### src/pbo_pkg.sv
// ----------------------------------------------------------------------------
// pbo_pkg
// shared types, constants and helpers for the polyline bisector offset block
// ----------------------------------------------------------------------------
`default_nettype none
package pbo_pkg;

	localparam int unsigned MAX_VERTICES_DEF = 4096;
	localparam int unsigned IDX_W            = 12;
	localparam logic [IDX_W-1:0] IDX_MAX     = '1;
	localparam logic [16:0] U_ONE            = 17'd65536;

	typedef logic signed [31:0] coord_t;
	typedef coord_t [2:0] vert_t;
	typedef logic signed [17:0] ucomp_t;
	typedef ucomp_t [2:0] udir_t;

	// one result to be formed by the emit unit
	typedef struct packed {
		vert_t            v;
		udir_t            u;
		logic [IDX_W-1:0] index;
		logic             last;
	} emit_req_t;

	function automatic logic [IDX_W-1:0] sat_idx(input logic [31:0] i);
		logic [IDX_W-1:0] r;
		r = (i < 32'(IDX_MAX)) ? i[IDX_W-1:0] : IDX_MAX;
		return r;
	endfunction

endpackage
`default_nettype wire

### src/pbo_emit.sv
// ----------------------------------------------------------------------------
// pbo_emit
// forms one offset result an axis at a time and holds it until transferred
// ----------------------------------------------------------------------------
`default_nettype none
module pbo_emit (
	input  wire logic                clk,
	input  wire logic                arst_n,
	input  wire logic                go,
	input  wire pbo_pkg::emit_req_t  req,
	input  wire logic signed [31:0]  offset_d,
	output logic                     out_valid,
	input  wire logic                out_stall,
	output logic signed [31:0]       out_x,
	output logic signed [31:0]       out_y,
	output logic signed [31:0]       out_z,
	output logic [pbo_pkg::IDX_W-1:0] out_index,
	output logic                     out_last,
	output logic                     done,
	output logic                     busy
);
	import pbo_pkg::*;

	typedef enum logic [1:0] {E_IDLE, E_MUL, E_ADD, E_HOLD} estate_t;

	estate_t         state_q;
	emit_req_t       req_q;
	logic [1:0]      k_q;
	logic [48:0]     prod_q;
	logic            neg_q;
	coord_t          res_q [3];

	logic [31:0]        dm;
	logic [16:0]        um;
	logic [33:0]        t;
	logic signed [34:0] r;
	coord_t             rs;

	always_comb begin
		dm = offset_d[31] ? 32'(33'd0 - 33'(offset_d)) : offset_d;
		um = req_q.u[k_q][17] ? 17'(18'sd0 - req_q.u[k_q]) : req_q.u[k_q][16:0];
		t  = 34'((50'(prod_q) + 50'd32768) >> 16);
		r  = $signed({{3{req_q.v[k_q][31]}}, req_q.v[k_q]})
			+ (neg_q ? -$signed({1'b0, t}) : $signed({1'b0, t}));
		if (r > 35'sd2147483647) rs = 32'sh7fffffff;
		else if (r < -35'sd2147483648) rs = 32'sh80000000;
		else rs = r[31:0];
	end

	assign busy      = (state_q != E_IDLE);
	assign out_valid = (state_q == E_HOLD);
	assign out_x     = res_q[0];
	assign out_y     = res_q[1];
	assign out_z     = res_q[2];
	assign out_index = req_q.index;
	assign out_last  = req_q.last;

	always_ff @(posedge clk or negedge arst_n) begin
		if (!arst_n) begin
			state_q <= E_IDLE;
			done    <= 1'b0;
		end else begin
			done <= 1'b0;
			unique case (state_q)
				E_IDLE: begin
					if (go) begin
						req_q   <= req;
						k_q     <= '0;
						state_q <= E_MUL;
					end
				end
				E_MUL: begin
					prod_q  <= 49'(dm) * 49'(um);
					neg_q   <= offset_d[31] ^ req_q.u[k_q][17];
					state_q <= E_ADD;
				end
				E_ADD: begin
					res_q[k_q] <= rs;
					if (k_q == 2'd2) begin
						state_q <= E_HOLD;
					end else begin
						k_q     <= k_q + 2'd1;
						state_q <= E_MUL;
					end
				end
				E_HOLD: begin
					if (!out_stall) begin
						done    <= 1'b1;
						state_q <= E_IDLE;
					end
				end
				default: state_q <= E_IDLE;
			endcase
		end
	end

endmodule
`default_nettype wire

### config.mk
export PLATFORM = sky130hd
export DESIGN_NAME = pbo_emit
export DESIGN_NICKNAME = d
export VERILOG_FILES = /design/src/pbo_pkg.sv /design/src/pbo_emit.sv
export SDC_FILE = /design/constraint.sdc
export NUM_CORES = 2
export LEC_CHECK = 0
export ABC_CLOCK_PERIOD_IN_PS = 15000
export BUFFER_PORTS_ARGS = -buffer_cell sky130_fd_sc_hd__buf_4
export CAP_MARGIN = 40
export CELL_PAD_IN_SITES_DETAIL_PLACEMENT = 2
export CELL_PAD_IN_SITES_GLOBAL_PLACEMENT = 2
export CORE_MARGIN = 5
export CORE_UTILIZATION = 25
export CTS_CLUSTER_DIAMETER = 50
export CTS_CLUSTER_SIZE = 25
export DETAILED_ROUTE_END_ITERATION = 8
export GPL_TIMING_DRIVEN = 1
export HOLD_SLACK_MARGIN = 0.1
export PLACE_DENSITY = 0.65
export SLEW_MARGIN = 0
export SYNTH_ARGS = -nofsm -noshare
export SYNTH_HDL_FRONTEND = slang
export SYNTH_SLANG_ARGS = --single-unit
export TNS_END_PERCENT = 20
### constraint.sdc
create_clock -name clk -period 15 [get_ports clk]
set_input_delay 3 -clock clk [delete_from_list [all_inputs] [get_ports clk]]
set_output_delay 3 -clock clk [all_outputs]
set_load 0.01 [all_outputs]
## Word-level counts from Yosys, hierarchy flattened

Memories as Yosys holds them, arrays and structs flattened.
Cells that the tools add are included.

- Output and inout port bits: 112
- Bits in writable memories: 96
- Memories: 1
- Flip-flop bits (word level): 218
- Word-level logic and storage cells: 60

Memories:

| name | words | width | rd ports | clocked after Yosys merged registers in | wr ports | line | text |
|---|---|---|---|---|---|---|---|
| res_q | 3 | 32 | 3 | 0 | 1 | pbo_emit.sv:31 | `coord_t res_q [3];` |

- Add/sub/neg operators: 6
- $mul: 1
- Muxes and demuxes: 20
- $lt $le $gt $ge: 3
- Reduce and logical (&&, ||, !) cells: 8
- Equal/unequal tests: 7
- Bitwise operators: 1

Operators by type and width:

| cell | count |
|---|---|
| two-way mux 32 bit | 4 |
| binary-select mux 32 bit (select 2 bit) | 1 |
| adder 49 x 16 -> 50 bit, second input constant | 1 |
| multiplier 32 x 17 -> 49 bit | 1 |
| binary-select mux 18 bit (select 2 bit) | 1 |
| adder 32 x 35 -> 35 bit | 1 |
| greater-than comparator 35 x 32 -> 1 bit, second input constant | 1 |
| < comparator 35 x 32 -> 1 bit, second input constant | 1 |
| two-way mux 35 bit | 1 |
| negator 34 -> 35 bit | 1 |
| subtractor 1 x 32 -> 32 bit, first input constant | 1 |
| two-way mux 18 bit | 1 |
| two-way mux 17 bit | 1 |
| subtractor 1 x 17 -> 17 bit, first input constant | 1 |
| two-way mux 2 bit | 5 |
| one-hot mux 2 bit (4 select lines) | 1 |
| equality test 2 bit, second input constant | 3 |
| inequality test 2 bit, second input constant | 3 |
| two-way mux 1 bit | 4 |
| one-hot mux 2 bit (2 select lines) | 1 |
| AND reduction 2 bit | 2 |
| AND reduction 4 bit | 1 |
| nonzero test 2 bit | 2 |
| < comparator 2 x 3 -> 1 bit, second input constant | 1 |
| other kinds (6) | 6 |

## Longest topological paths before layout

- Word-level depth: 7
- Depth in mapped cells: 34

## Worst setup path after synthesis

Ideal clock, no wire load.

- Path type: input to register
- Start: input port offset_d[0]
- End: register prod_q[41], data pin
- Data required time: 14.735 ns
- Stages on the path: 27
- Arrival time: 10.660 ns
- Library setup time: 0.265 ns
- Path slack: 4.075 ns
- Path through: or4_1 or4_1 nand2b_1 or4_1 nand2b_1 o31ai_1 xnor2_1 clkbuf_1 nand2_1 fa_1 inv_1 fa_1 inv_1 fa_1 inv_1 fa_1 fa_1 inv_1 fa_1 inv_1 ha_1 a21o_1 a21o_1 a221o_1 a31oi_1 o21ai_0 xor2_1

- Longest elaborated chain between the ends: 3

Ends and longest elaborated chain:

| item | line | text |
|---|---|---|
| from (decl) | pbo_emit.sv:11 | `input wire logic signed [31:0] offset_d,` |
| subtractor 1 x 32 -> 32 bit | pbo_emit.sv:40 | `dm = offset_d[31] ? 32'(33'd0 - 33'(offset_d)) : offset_d;` |
| two-way mux 32 bit (*) | pbo_emit.sv:40 |  |
| multiplier 32 x 17 -> 49 bit (*) | pbo_emit.sv:73 | `prod_q <= 49'(dm) * 49'(um);` |
| to (signal assigned) | pbo_emit.sv:73 |  |
| to (decl) | pbo_emit.sv:29 | `logic [48:0] prod_q;` |

Mark *: on every way between the ends. The rest lies on a longest branch, timed or not.
A chain may end at the register's enable or synchronous reset.

## Final worst setup path

Ends and elaborated chain as after synthesis.

==> summary.txt <==
Status: complete, no violations
Total CTS buffers: 42
Vias in the first global route: 27000
Seq/Total Area, Yosys: 28.4%
I/O Buffers: 310
Syn nets: 4005
CP endpoint kind: flip-flop
RSZ-0062 raised after global routing: no
Global route overflow: 0
Peak VDD IR: 0.225 mV
Fmax: 0.0888 GHz
# rows: 130
CP top delay family: adder cells
Tightest Pin Transition: 908 ps
Post-route setup TNS: 0 ps
Hold_buf cts: 0
Final Power: 7850 uW
Setup crit start kind: input port
Final Util: 30.2%
Critical-path top delay cell: a311oi_2
Routed Antenna Nets: 0
Xor/xnor share of the synthesized area: 5.54%
Synth Area per Inst: 9.89 um^2
Synth Area in Compound Gates: 7.28%
Largest stage delay, worst path: 660 ps
Storage cell area: 8960 um^2
Total wire length: 115 mm
DR vias: 23600
Starting Density: 25.2%
DR pass1 iterations: 4
Async S/R FF share, synth: 1.00%
Initial antenna violation count: 6
Clk_lat worst skew: 610 ps
Cell mode on critical path: fa_1
Die area: 134000 um^2
Ys flop type: edfxtp_1
TritonCTS clock tree: built
Bufs and invs on worst path: 7
CP Class: input port to flip-flop
GR Util All Layers: 17.0%
Area after DPL: 36500 um^2
NumNets Final: 4309
Most frequent cells after synthesis: inv_1, nand2_1, fa_1
Pin count of the biggest net entering global routing: 56
Post-synthesis adder-cell area fraction: 34.8%
Root Driver: clkbuf_16
#FFs+latches synth: 299
Fin. max-slew vios: 0
Gpl congestion: 0.802
Fillers: 13900
Power density over the cells: 207 nW/um^2
Tmin final: 11260 ps
Post-synth top area share: 28.4%
Layout area overhead: 20.1%
Required @ worst endpoint: 15350 ps
Residual DRC: 0
Syn. warnings: 0
Routed vias/inst: 4.56
Final cell count without fillers: 5182
Global-route wire length before repair: 171 mm
Worst-path maximum fanout: 17
Initial DRC Count: 1026
Clk buf depth: 3
CP startpoint: offset_d[0]
Share of post-route cells with drive strength above 1: 15.2%
Multi-input gate area: 20100 um^2
Dpl hpwl: 91.7 mm
Clock Skew: 40.1 ps
Die width: 365 um
Sink Count: 299
Relative slew slack: 39.4%
Post-route cell area: 37900 um^2
Tcrit/Tclk final: 75.1%
Synthesized cell area: 31600 um^2
# setup viols final: 0
Post-cts resize count: 0
Routed WL per cell: 22.2 um
Reg2reg start: k_q[0]
Post-synth EDFFs: 296
Final Hold Fails: 0
Hold Path Origin: state_q[0]
Number of max-cap violations: 0
Cell taking the most area after synthesis: fa_1
Clock-pin slew on the worst setup and hold paths: 50 ps
Yosys cell types: 75
Die Y: 365 um
Setup repair bufs after CTS: 0
Cell with the most instances after synthesis: inv_1
Simple-gate share of the synthesized area: 13.5%
Hold Path Class: flip-flop to flip-flop
H-Tree Depth: 2
Core area: 126000 um^2
Post-Place Cells: 5105
Critical path arrival: 11620 ps
Lkg Pwr: 0.0167 uW
Top cells by area, synth: fa_1, edfxtp_1, inv_1
Post-synthesis mux area share: 1.68%
Main combinational cell family by area after synthesis: adder cells
Synth Instances: 3196
# IOs: 311
[registers in the layout, summed over array words and instances (netlist names)]
signal,flops
prod_q,34
req_q,150
neg_q,1
state_q,2
res_q,96
k_q,2
out_last,1
done,1
out_index,12
[worst register-to-register path: cells and delay by family, from the launching register on]
kind	cells	cell delay, ps
fa+ha+maj	7	3410
compound gates	7	2300
simple gates	6	1430
buf+inv	7	1290
xor+xnor	2	880
mux	1	710
flops	1	410
[cell type report]
class / count / share of cell area, %
clock buffers: 43 / 2.81
multi-input cells: 2174 / 53.1
clock inverters: 32 / 1.05
well taps: 1650 / 5.44
repair buffers: 407 / 8.32
inverters: 576 / 5.70
diodes: 1 / 0.00660
flip-flops and latches: 299 / 23.6
[power by group]
| part | switching, uW | internal [uW] | total, uW |
|---|---|---|---|
| clock | 436 | 607 | 1040 |
| combinational | 3320 | 2280 | 5600 |
| sequential | 0 | 1210 | 1210 |
| total | 3760 | 4090 | 7850 |
[cells in the final DEF, fill, tap and decap left out, types with 6 or more instances in the layout]
| master | count |
|---|---|
| a211oi_1 | 11 |
| a21o_1 | 34 |
| a21oi_1 | 108 |
| a31oi_1 | 13 |
| and2_1 | 104 |
| and3_1 | 20 |
| buf_2 | 7 |
| buf_4 | 387 |
| buf_6 | 7 |
| clkbuf_16 | 42 |
| edfxtp_1 | 296 |
| fa_1 | 448 |
| ha_1 | 162 |
| inv_1 | 575 |
| inv_8 | 6 |
| mux2i_1 | 52 |
| nand2_1 | 507 |
| nand2b_1 | 14 |
| nand3_1 | 33 |
| nand4_1 | 25 |
| nor2_1 | 154 |
| nor2b_1 | 9 |
| nor3_1 | 22 |
| nor4_1 | 6 |
| o21a_1 | 14 |
| o21ai_0 | 109 |
| o21ai_1 | 6 |
| o21bai_1 | 10 |
| o31a_1 | 7 |
| o31ai_1 | 11 |
| or2_2 | 6 |
| or3_1 | 8 |
| or4_1 | 14 |
| xnor2_1 | 104 |
| xnor2_2 | 9 |
| xor2_1 | 66 |
| xor2_2 | 13 |
[stage by stage]
| step | hold WS, ps | setup WS [ps] |
|---|---|---|
| after floorplan | 505 | 4070 |
| after global placement | 574 | 2890 |
| after detailed placement | 575 | 2980 |
| after CTS | 583 | 3640 |
| after global routing | 645 | 3300 |
| final | 574 | 3740 |
[final timing paths]
| path | cells past startpoint | endpoint | slack [ps] |
|---|---|---|---|
| max | 27 | prod_q[41] | 3740 |
| min | 1 | state_q[0] | 570 |
| max reg2reg | 30 | prod_q[41] | 4330 |
| min reg2reg | 1 | state_q[0] | 570 |
| max in group asynchronous | 1 | state_q[0] | 12690 |
| min in group asynchronous | 1 | done | 2180 |
[layer usage]
layer	vias to the layer above	share of wire, %	track usage [%]
met2	493	48	29.6
met1	12300	44	22.0
met5	-	0.011	0
li1	10700	-	-
met4	2	2.2	3.82
met3	95	5.6	3.14
[kinds of logic after synthesis]
group,Yosys count
xor+xnor,197
simple gates,944
flops,299
compound gates,370
mux,53
fa+ha+maj,610
buf+inv,723
No activity file was read; power rests on OpenSTA's default activity.
