$ cat config.mk
export PLATFORM = sky130hd
export DESIGN_NAME = pbo_dir
export DESIGN_NICKNAME = d
export VERILOG_FILES = /design/src/pbo_pkg.sv /design/src/pbo_dir.sv
export SDC_FILE = /design/constraint.sdc
export NUM_CORES = 2
export LEC_CHECK = 0
export BUFFER_PORTS_ARGS = -buffer_cell sky130_fd_sc_hd__buf_2
export CORE_ASPECT_RATIO = 0.8
export CORE_MARGIN = 2
export CORE_UTILIZATION = 26
export DETAILED_ROUTE_END_ITERATION = 10
export GPL_TIMING_DRIVEN = 0
export PLACE_DENSITY = 0.38
export SKIP_CTS_REPAIR_TIMING = 1
export SKIP_LAST_GASP = 1
export SLEW_MARGIN = 20
export SYNTH_ARGS = -nofsm -noshare
export SYNTH_HDL_FRONTEND = slang
export SYNTH_SLANG_ARGS = --single-unit
$ cat constraint.sdc
create_clock -name clk -period 14.9 [get_ports clk]
set_input_delay 0.745 -clock clk [delete_from_list [all_inputs] [get_ports clk]]
set_output_delay 0.745 -clock clk [all_outputs]
set_load 0.02 [all_outputs]
$ cat src/pbo_pkg.sv
// ----------------------------------------------------------------------------
// pbo_pkg
// shared types, constants and helpers for the polyline bisector offset block
// ----------------------------------------------------------------------------
`default_nettype none
package pbo_pkg;

	localparam int unsigned MAX_VERTICES_DEF = 4096;
	localparam int unsigned IDX_W            = 12;
	localparam logic [IDX_W-1:0] IDX_MAX     = '1;
	localparam logic [16:0] U_ONE            = 17'd65536;

	typedef logic signed [31:0] coord_t;
	typedef coord_t [2:0] vert_t;
	typedef logic signed [17:0] ucomp_t;
	typedef ucomp_t [2:0] udir_t;

	// one result to be formed by the emit unit
	typedef struct packed {
		vert_t            v;
		udir_t            u;
		logic [IDX_W-1:0] index;
		logic             last;
	} emit_req_t;

	function automatic logic [IDX_W-1:0] sat_idx(input logic [31:0] i);
		logic [IDX_W-1:0] r;
		r = (i < 32'(IDX_MAX)) ? i[IDX_W-1:0] : IDX_MAX;
		return r;
	endfunction

endpackage
`default_nettype wire

$ cat src/pbo_dir.sv
// ----------------------------------------------------------------------------
// pbo_dir
// unit bisector of (2a - b - c): bit-serial normalize, root and quotients
// ----------------------------------------------------------------------------
`default_nettype none
module pbo_dir (
	input  wire logic          clk,
	input  wire logic          arst_n,
	input  wire logic          go,
	input  wire pbo_pkg::vert_t a,
	input  wire pbo_pkg::vert_t b,
	input  wire pbo_pkg::vert_t c,
	output pbo_pkg::udir_t     u,
	output logic               done,
	output logic               busy
);
	import pbo_pkg::*;

	typedef enum logic [2:0] {D_IDLE, D_NORM, D_SQ, D_SQRT, D_DIV} dstate_t;

	dstate_t          state_q;
	logic [2:0]       neg_q;
	logic [33:0]      m_q [3];
	logic [63:0]      acc_q;
	logic [63:0]      r_q;
	logic [63:0]      bit_q;
	logic [1:0]       k_q;
	logic [4:0]       n_q;
	logic [47:0]      num_q [3];
	logic [31:0]      rem_q [3];
	logic [16:0]      quo_q [3];

	logic signed [34:0] bis [3];
	logic [33:0]        mag [3];
	logic               all_zero;
	logic               need_rsh;
	logic               need_lsh;
	logic [61:0]        sq;
	logic [63:0]        trial;
	logic [31:0]        len;

	always_comb begin
		all_zero = 1'b1;
		need_rsh = 1'b0;
		need_lsh = 1'b1;
		for (int k = 0; k < 3; k++) begin
			bis[k] = $signed({{2{a[k][31]}}, a[k], 1'b0}) - $signed({{3{b[k][31]}}, b[k]})
				- $signed({{3{c[k][31]}}, c[k]});
			mag[k] = bis[k][34] ? 34'(35'sd0 - bis[k]) : bis[k][33:0];
			if (mag[k] != '0) all_zero = 1'b0;
			if (m_q[k][33:31] != '0) need_rsh = 1'b1;
			if (m_q[k][30]) need_lsh = 1'b0;
		end
		sq    = m_q[k_q][30:0] * m_q[k_q][30:0];
		trial = r_q + bit_q;
		len   = r_q[31:0];
	end

	assign busy = (state_q != D_IDLE);

	always_ff @(posedge clk or negedge arst_n) begin
		if (!arst_n) begin
			state_q <= D_IDLE;
			done    <= 1'b0;
			u       <= '0;
		end else begin
			done <= 1'b0;
			unique case (state_q)
				D_IDLE: begin
					if (go) begin
						for (int k = 0; k < 3; k++) begin
							m_q[k]   <= mag[k];
							neg_q[k] <= bis[k][34];
						end
						if (all_zero) begin
							u    <= '0;
							done <= 1'b1;
						end else begin
							state_q <= D_NORM;
						end
					end
				end
				D_NORM: begin
					// largest magnitude moves until its top bit sits at bit 30
					if (need_rsh) begin
						for (int k = 0; k < 3; k++) m_q[k] <= m_q[k] >> 1;
					end else if (need_lsh) begin
						for (int k = 0; k < 3; k++) m_q[k] <= m_q[k] << 1;
					end else begin
						acc_q   <= '0;
						k_q     <= '0;
						state_q <= D_SQ;
					end
				end
				D_SQ: begin
					acc_q <= acc_q + 64'(sq);
					if (k_q == 2'd2) begin
						r_q     <= '0;
						bit_q   <= 64'd1 << 62;
						state_q <= D_SQRT;
					end else begin
						k_q <= k_q + 2'd1;
					end
				end
				D_SQRT: begin
					if (acc_q >= trial) begin
						acc_q <= acc_q - trial;
						r_q   <= (r_q >> 1) + bit_q;
					end else begin
						r_q <= r_q >> 1;
					end
					bit_q <= bit_q >> 2;
					if (bit_q[0]) begin
						n_q     <= '0;
						state_q <= D_DIV;
					end
				end
				D_DIV: begin
					if (n_q == 5'd0) begin
						// quotient fits 17 bits, so the upper numerator bits preload the remainder
						for (int k = 0; k < 3; k++) begin
							logic [47:0] nm;
							nm = {m_q[k][30:0], 16'd0} + 48'(len >> 1);
							rem_q[k] <= {1'b0, nm[47:17]};
							num_q[k] <= {nm[16:0], 31'd0};
							quo_q[k] <= '0;
						end
						n_q <= 5'd1;
					end else begin
						for (int k = 0; k < 3; k++) begin
							logic [32:0] t;
							t = {rem_q[k], num_q[k][47]};
							num_q[k] <= num_q[k] << 1;
							if (t >= {1'b0, len}) begin
								rem_q[k] <= 32'(t - {1'b0, len});
								quo_q[k] <= {quo_q[k][15:0], 1'b1};
							end else begin
								rem_q[k] <= t[31:0];
								quo_q[k] <= {quo_q[k][15:0], 1'b0};
							end
						end
						n_q <= n_q + 5'd1;
						if (n_q == 5'd17) state_q <= D_IDLE;
					end
					if (n_q == 5'd17) begin
						done <= 1'b1;
					end
				end
				default: state_q <= D_IDLE;
			endcase
			if (state_q == D_DIV && n_q == 5'd17) begin
				for (int k = 0; k < 3; k++) begin
					logic [16:0] q;
					logic [32:0] t;
					t = {rem_q[k], num_q[k][47]};
					q = {quo_q[k][15:0], (t >= {1'b0, len})};
					if (q > U_ONE) q = U_ONE;
					u[k] <= neg_q[k] ? -$signed({1'b0, q}) : $signed({1'b0, q});
				end
			end
		end
	end

endmodule
`default_nettype wire

Word level (Yosys, flattened, before mapping)
Memory sizes are Yosys's and may differ from the RTL's. A register that Yosys moved wholly into a read port is not among the register bits. Cells that the tools add are included.

Word-level logic and storage cells: 235. Memory bits (writable): 390. Memories kept: 4. Register bits after elaboration: 260. Bits of input ports: 291.

Equal/unequal tests: 16. Multiply operators: 1. Add/sub/neg operators: 24. Bitwise gates (word level): 21. Reduce and logical (&&, ||, !) cells: 35. Multiplexer cells: 116. $lt $le $gt $ge: 7.

Memories: num_q (depth 3, bits a word 47, read ports 3, clocked after Yosys merged registers in 0, wr ports 3, line pbo_dir.sv:29) `logic [47:0] num_q [3];`; m_q (depth 3, bits a word 34, read ports 4, clocked after Yosys merged registers in 1, wr ports 3, line pbo_dir.sv:23) `logic [33:0] m_q [3];`; rem_q (depth 3, bits a word 32, read ports 3, clocked after Yosys merged registers in 0, wr ports 3, line pbo_dir.sv:30) `logic [31:0] rem_q [3];`; quo_q (depth 3, bits a word 17, read ports 3, clocked after Yosys merged registers in 0, wr ports 3, line pbo_dir.sv:31) `logic [16:0] quo_q [3];`.

Operators by type and width (number): $mux W64 (6); $mux W34 (9); $pmux W64 S2 (2); $mux W54 (4); $mux W17 (12); $mux W32 (6); $pmux W64 S3 (1); $add A47 B31 Y48 (3); $mux W47 (3); $sub A34 B32 Y35 (3); $reduce_bool A34 Y1 (3); $sub A1 B34 Y34 const A (3); $sub A33 B32 Y34 (3); $ge A33 B32 Y1 (3); $sub A32 B32 Y32 (3); $add A63 B64 Y64 (1); $add A64 B62 Y64 (1); $add A64 B64 Y64 (1); $ge A64 B64 Y1 (1); $sub A64 B64 Y64 (1); $mul A31 B31 Y62 (1); $mux W18 (3); $neg A17 Y18 (3); $mux W1 (52); 25 further kinds (92).

Longest topological paths before layout
Word-level depth: 12. Gate-level depth with buffers: 38.

Worst setup path before layout
OpenSTA, ideal clock, no wires.

Path kind: reg2reg. Start point: register r_q[2]. End point: register acc_q[0] (enable). Data arrival time: 10.825 ns. Setup slack: 3.510 ns. Period minus slack after synthesis: 11.390 ns. Required time: 14.335 ns. Cell stages (with the launch flop): 28. Cell sequence: edfxtp_1 ha_1 a31oi_1 o21ba_2 o21ai_0 a31oi_1 o21bai_1 a21oi_1 o31ai_1 a31oi_1 o311ai_0 a32oi_1 o21ai_0 a31oi_1 xor2_1 ha_1 and4_1 nand3_1 or4_1 or4_1 o211ai_1 a31oi_1 o21ai_0 a21o_1 clkbuf_1 clkbuf_1 nor3_1 nor3_1.

Longest elaborated chain between the ends: 4.

Ends and longest elaborated chain: start: declaration (line pbo_dir.sv:25) `logic [63:0] r_q;`; start signal: assignment (line pbo_dir.sv:108) `r_q <= (r_q >> 1) + bit_q;`; start signal: assignment (line pbo_dir.sv:110) `r_q <= r_q >> 1;`; $add A64 B64 Y64 (line pbo_dir.sv:55) `trial = r_q + bit_q;`; $ge A64 B64 Y1 (line pbo_dir.sv:106) `if (acc_q >= trial) begin`; $ne A2 B2 Y1 (no line); $reduce_and A5 Y1 (no line); end signal: assignment (line pbo_dir.sv:96) `acc_q <= acc_q + 64'(sq);`; end signal: assignment (line pbo_dir.sv:107) `acc_q <= acc_q - trial;`; end: declaration (line pbo_dir.sv:24) `logic [63:0] acc_q;`.

Every way passes these cells. A chain may end at the register's enable or synchronous reset.

Worst setup path in the final report
Start point: register bit_q[0]. End point: register acc_q[59] (enable).

Longest elaborated chain between the ends: 4.

Ends and longest elaborated chain: start: declaration (line pbo_dir.sv:26) `logic [63:0] bit_q;`; start signal: assignment (line pbo_dir.sv:99) `bit_q <= 64'd1 << 62;`; start signal: assignment (line pbo_dir.sv:112) `bit_q <= bit_q >> 2;`; $add A64 B64 Y64 (line pbo_dir.sv:55); $ge A64 B64 Y1 (line pbo_dir.sv:106); $ne A2 B2 Y1 (no line); $reduce_and A5 Y1 (no line).

Every way passes these cells.

==> out/results.txt <==
Flip-flop and latch count after synthesis: 495. The floorplan has 178 rows. The shortest clock period the worst path allows after layout was 12.68 ns; the number of flops mapped to enable cells by yosys was 434. The tools report the global-route wire length before repair as 473000 µm.

Wires add up to 321000 µm. The area growth from synthesis to layout is 12.5%. Number of antenna violations at the first check in global routing: 21.

Ranked by total cell area, the synthesized netlist is headed by sky130_fd_sc_hd__fa_1 (24%), sky130_fd_sc_hd__edfxtp_1 (17%), sky130_fd_sc_hd__ha_1 (10%). The run finished with clean final reports. Area share of the leading cell type in the synthesized netlist: 23.6%. Count of buffers inserted at the top-level ports: 346.

The netlist area before placement was 77200 µm². Share of the clock period used by the worst path: 85.1%. The final clock skew is 0.0313 ns.

The finished layout holds 13294 standard cells, fillers aside. The worst hold path class is reg -> reg. Setup violations remaining at the end of the flow were counted as 0. Global routing used 21.1% of the available tracks across all layers. By count the netlist is led by sky130_fd_sc_hd__inv_1 (1180), sky130_fd_sc_hd__nand2_1 (929), sky130_fd_sc_hd__fa_1 (912), sky130_fd_sc_hd__nor2_1 (741), sky130_fd_sc_hd__ha_1 (642). For the number of global-route vias before repair, the log shows 68131.

STA puts the critical path data arrival time at 13.04 ns. The worst setup path is captured at a flip-flop. The die is 613 µm wide. The CTS clock-pin slew for the worst setup and hold paths was 0.07 ns. In the final design database the tool counted 11125 nets. The logs give 10667 for the number of nets in the synthesized netlist and 3 for the total number of H-tree levels.

The tools report the count of boundary I/O pins as 347. The logs give 13170 for the placed cell count and 18.8% for the share of synthesized area occupied by flip-flops and latches. TritonCTS built the clock tree. The count of routing violations after the opening detailed-route iteration is 6342. The run gives 301000 µm² as the full die area.

Setup repair after global routing left no endpoint under its margin. For the initial standard-cell utilization of the core, the log shows 26.2%. Dividing the detail-routed wire length by the instance count gives 24.2 µm. In the synthesized netlist the async set-or-reset flop fraction comes to 11.7%.

Entering global routing, the biggest net connects 52 pins. STA puts the critical path data required time at 15.26 ns. The logs give 6 for the length of the first detailed-routing pass in iterations and 0.0789 GHz for the upper clock frequency limit. The logs give 0 for the final-report max-slew violation count and 0 for the count of unresolved DRC violations after routing.

The leading area contributor after synthesis is sky130_fd_sc_hd__fa_1. The leading register cell type out of synthesis was sky130_fd_sc_hd__edfxtp_1. Most numerous cell in the Yosys netlist: sky130_fd_sc_hd__inv_1. The tools report the clock tree root driver cell as sky130_fd_sc_hd__clkbuf_16. The sum of overflow across all layers after global routing is 0, and the number of buffers inserted during clock tree synthesis is 67.

The routed via count divided by cell count is 5.08, and the worst-skew pair later-pin latency is 0.69 ns. A synthesized cell averages 8.75 µm². The antenna violation net count after detailed routing is 0. The category of the most critical setup path was reg -> reg.

The congestion estimate from routability-driven global placement came to 0.898. The floorplan step defined a core boundary enclosing 295000 µm². The count of yosys warnings during synthesis is 0. The hold violation total from the final report is 0, and the worst slew slack as a fraction of its limit is 16.8%. Cell repeated most along the worst path: sky130_fd_sc_hd__a31oi_1. The share of layout cells above drive strength 1 works out to 7.30%. The cell at the slowest stage of the critical path is sky130_fd_sc_hd__clkbuf_1. The clock drives 495 sinks. No sink is reached through more buffers than the 3 on the longest clock path. Setup total negative slack on the finished layout was measured at 0 ns. Max-cap violations in this run came to 0. The floorplan die height is 491 µm, and the detailed-placement wirelength estimate is 268000 µm.

The routed layout has 67492 vias. The run gives 103 as the distinct cell type count after synthesis. The worst setup path is launched from a flip-flop. For the pin with the worst max-slew slack, the measured transition is 1.25 ns. The largest single stage delay on the critical path is 0.96 ns.

The tools report the gate count of the mapped netlist as 8822. The maximum fanout along the worst path came out at 10.
worst max-delay path: cells and delay by family, from the launching register on:
family	cells	cell delay [ns]
compound gates	16	5.65
flops	1	0.77
fa+ha+maj	2	0.74
simple gates	6	2.42
buf+inv	6	2.51
xor+xnor	1	0.21
cells by family after synthesis:
group	after synthesis	share of synthesized area (%)
adder cells (fa/ha/maj)	1555	34.1
XOR/XNOR	568	6.44
flip-flops	495	18.8
multiplexers	86	1.13
AND/OR/NAND/NOR	2572	15.3
AO/OA/AOI/OAI	2013	16.7
buffers and inverters	1533	7.52
through the flow:
stage	instance area [µm²]	utilization (%)	setup slack, ns	hold WS [ns]
floorplan	77200	-	3.51	0.449
detailed placement	84700	28.7	2.64	0.510
finish	86900	29.5	2.22	0.523
global route	86900	29.5	1.73	0.537
CTS	86900	29.5	2.53	-0.0211
global placement	83900	28.5	-4.05	0.499
area by class of cell:
cell class / count / area (µm²)
antenna: 7 / 17.5
buffer: 338 / 1370
clock buffer: 87 / 1890
clock inverter: 29 / 295
fill: 31542 / 208000
inverter: 1195 / 4490
multi-input combinational: 6794 / 57000
sequential: 495 / 14500
tap: 3960 / 4950
timing repair buffer: 389 / 2320
path summary, 6_finish.rpt:
path	start	to	slack, ns	depth (start not counted)
setup / recovery	bit_q[0]	acc_q[59]	2.22	31
setup reg to reg	bit_q[0]	acc_q[59]	2.22	31
max in group asynchronous	arst_n	u[10]	13.74	3
hold / removal	k_q[1]	flip-flop	0.52	1
hold reg to reg	k_q[1]	flip-flop	0.52	1
min in group asynchronous	arst_n	u[48]	0.56	2
cell usage in the layout, fill, tap and decap left out, types with 312 or more instances in the layout:
cell                       netlist  routed
sky130_fd_sc_hd__a21oi_1       532     531
sky130_fd_sc_hd__buf_2           9     354
sky130_fd_sc_hd__edfxtp_1      434     434
sky130_fd_sc_hd__fa_1          912     912
sky130_fd_sc_hd__ha_1          642     642
sky130_fd_sc_hd__inv_1        1180    1180
sky130_fd_sc_hd__nand2_1       929     929
sky130_fd_sc_hd__nor2_1        741     738
sky130_fd_sc_hd__o21ai_0       494     487
sky130_fd_sc_hd__xnor2_1       312     312
per-layer routing:
metal  vias up  global-route usage [%]  wire [µm]
met2      2176                    30.5     132000
met4         0                    3.50       5620
met1     34057                    33.3     163000
li1      31028                       -          -
met3       231                    2.85      20800
met5         -                       0          0
state kept, by name, indices dropped and copies added (netlist names), named ones only:
name	flops
bit_q	32
done	1
k_q	2
neg_q	3
r_q	64
u	54
n_q	5
quo_q	48
rem_q	96
num_q	19
acc_q	64
state_q	3
m_q	102
Power is not shown: default switching activity piles up to over one toggle a cycle in this logic, so the estimate is an artifact.
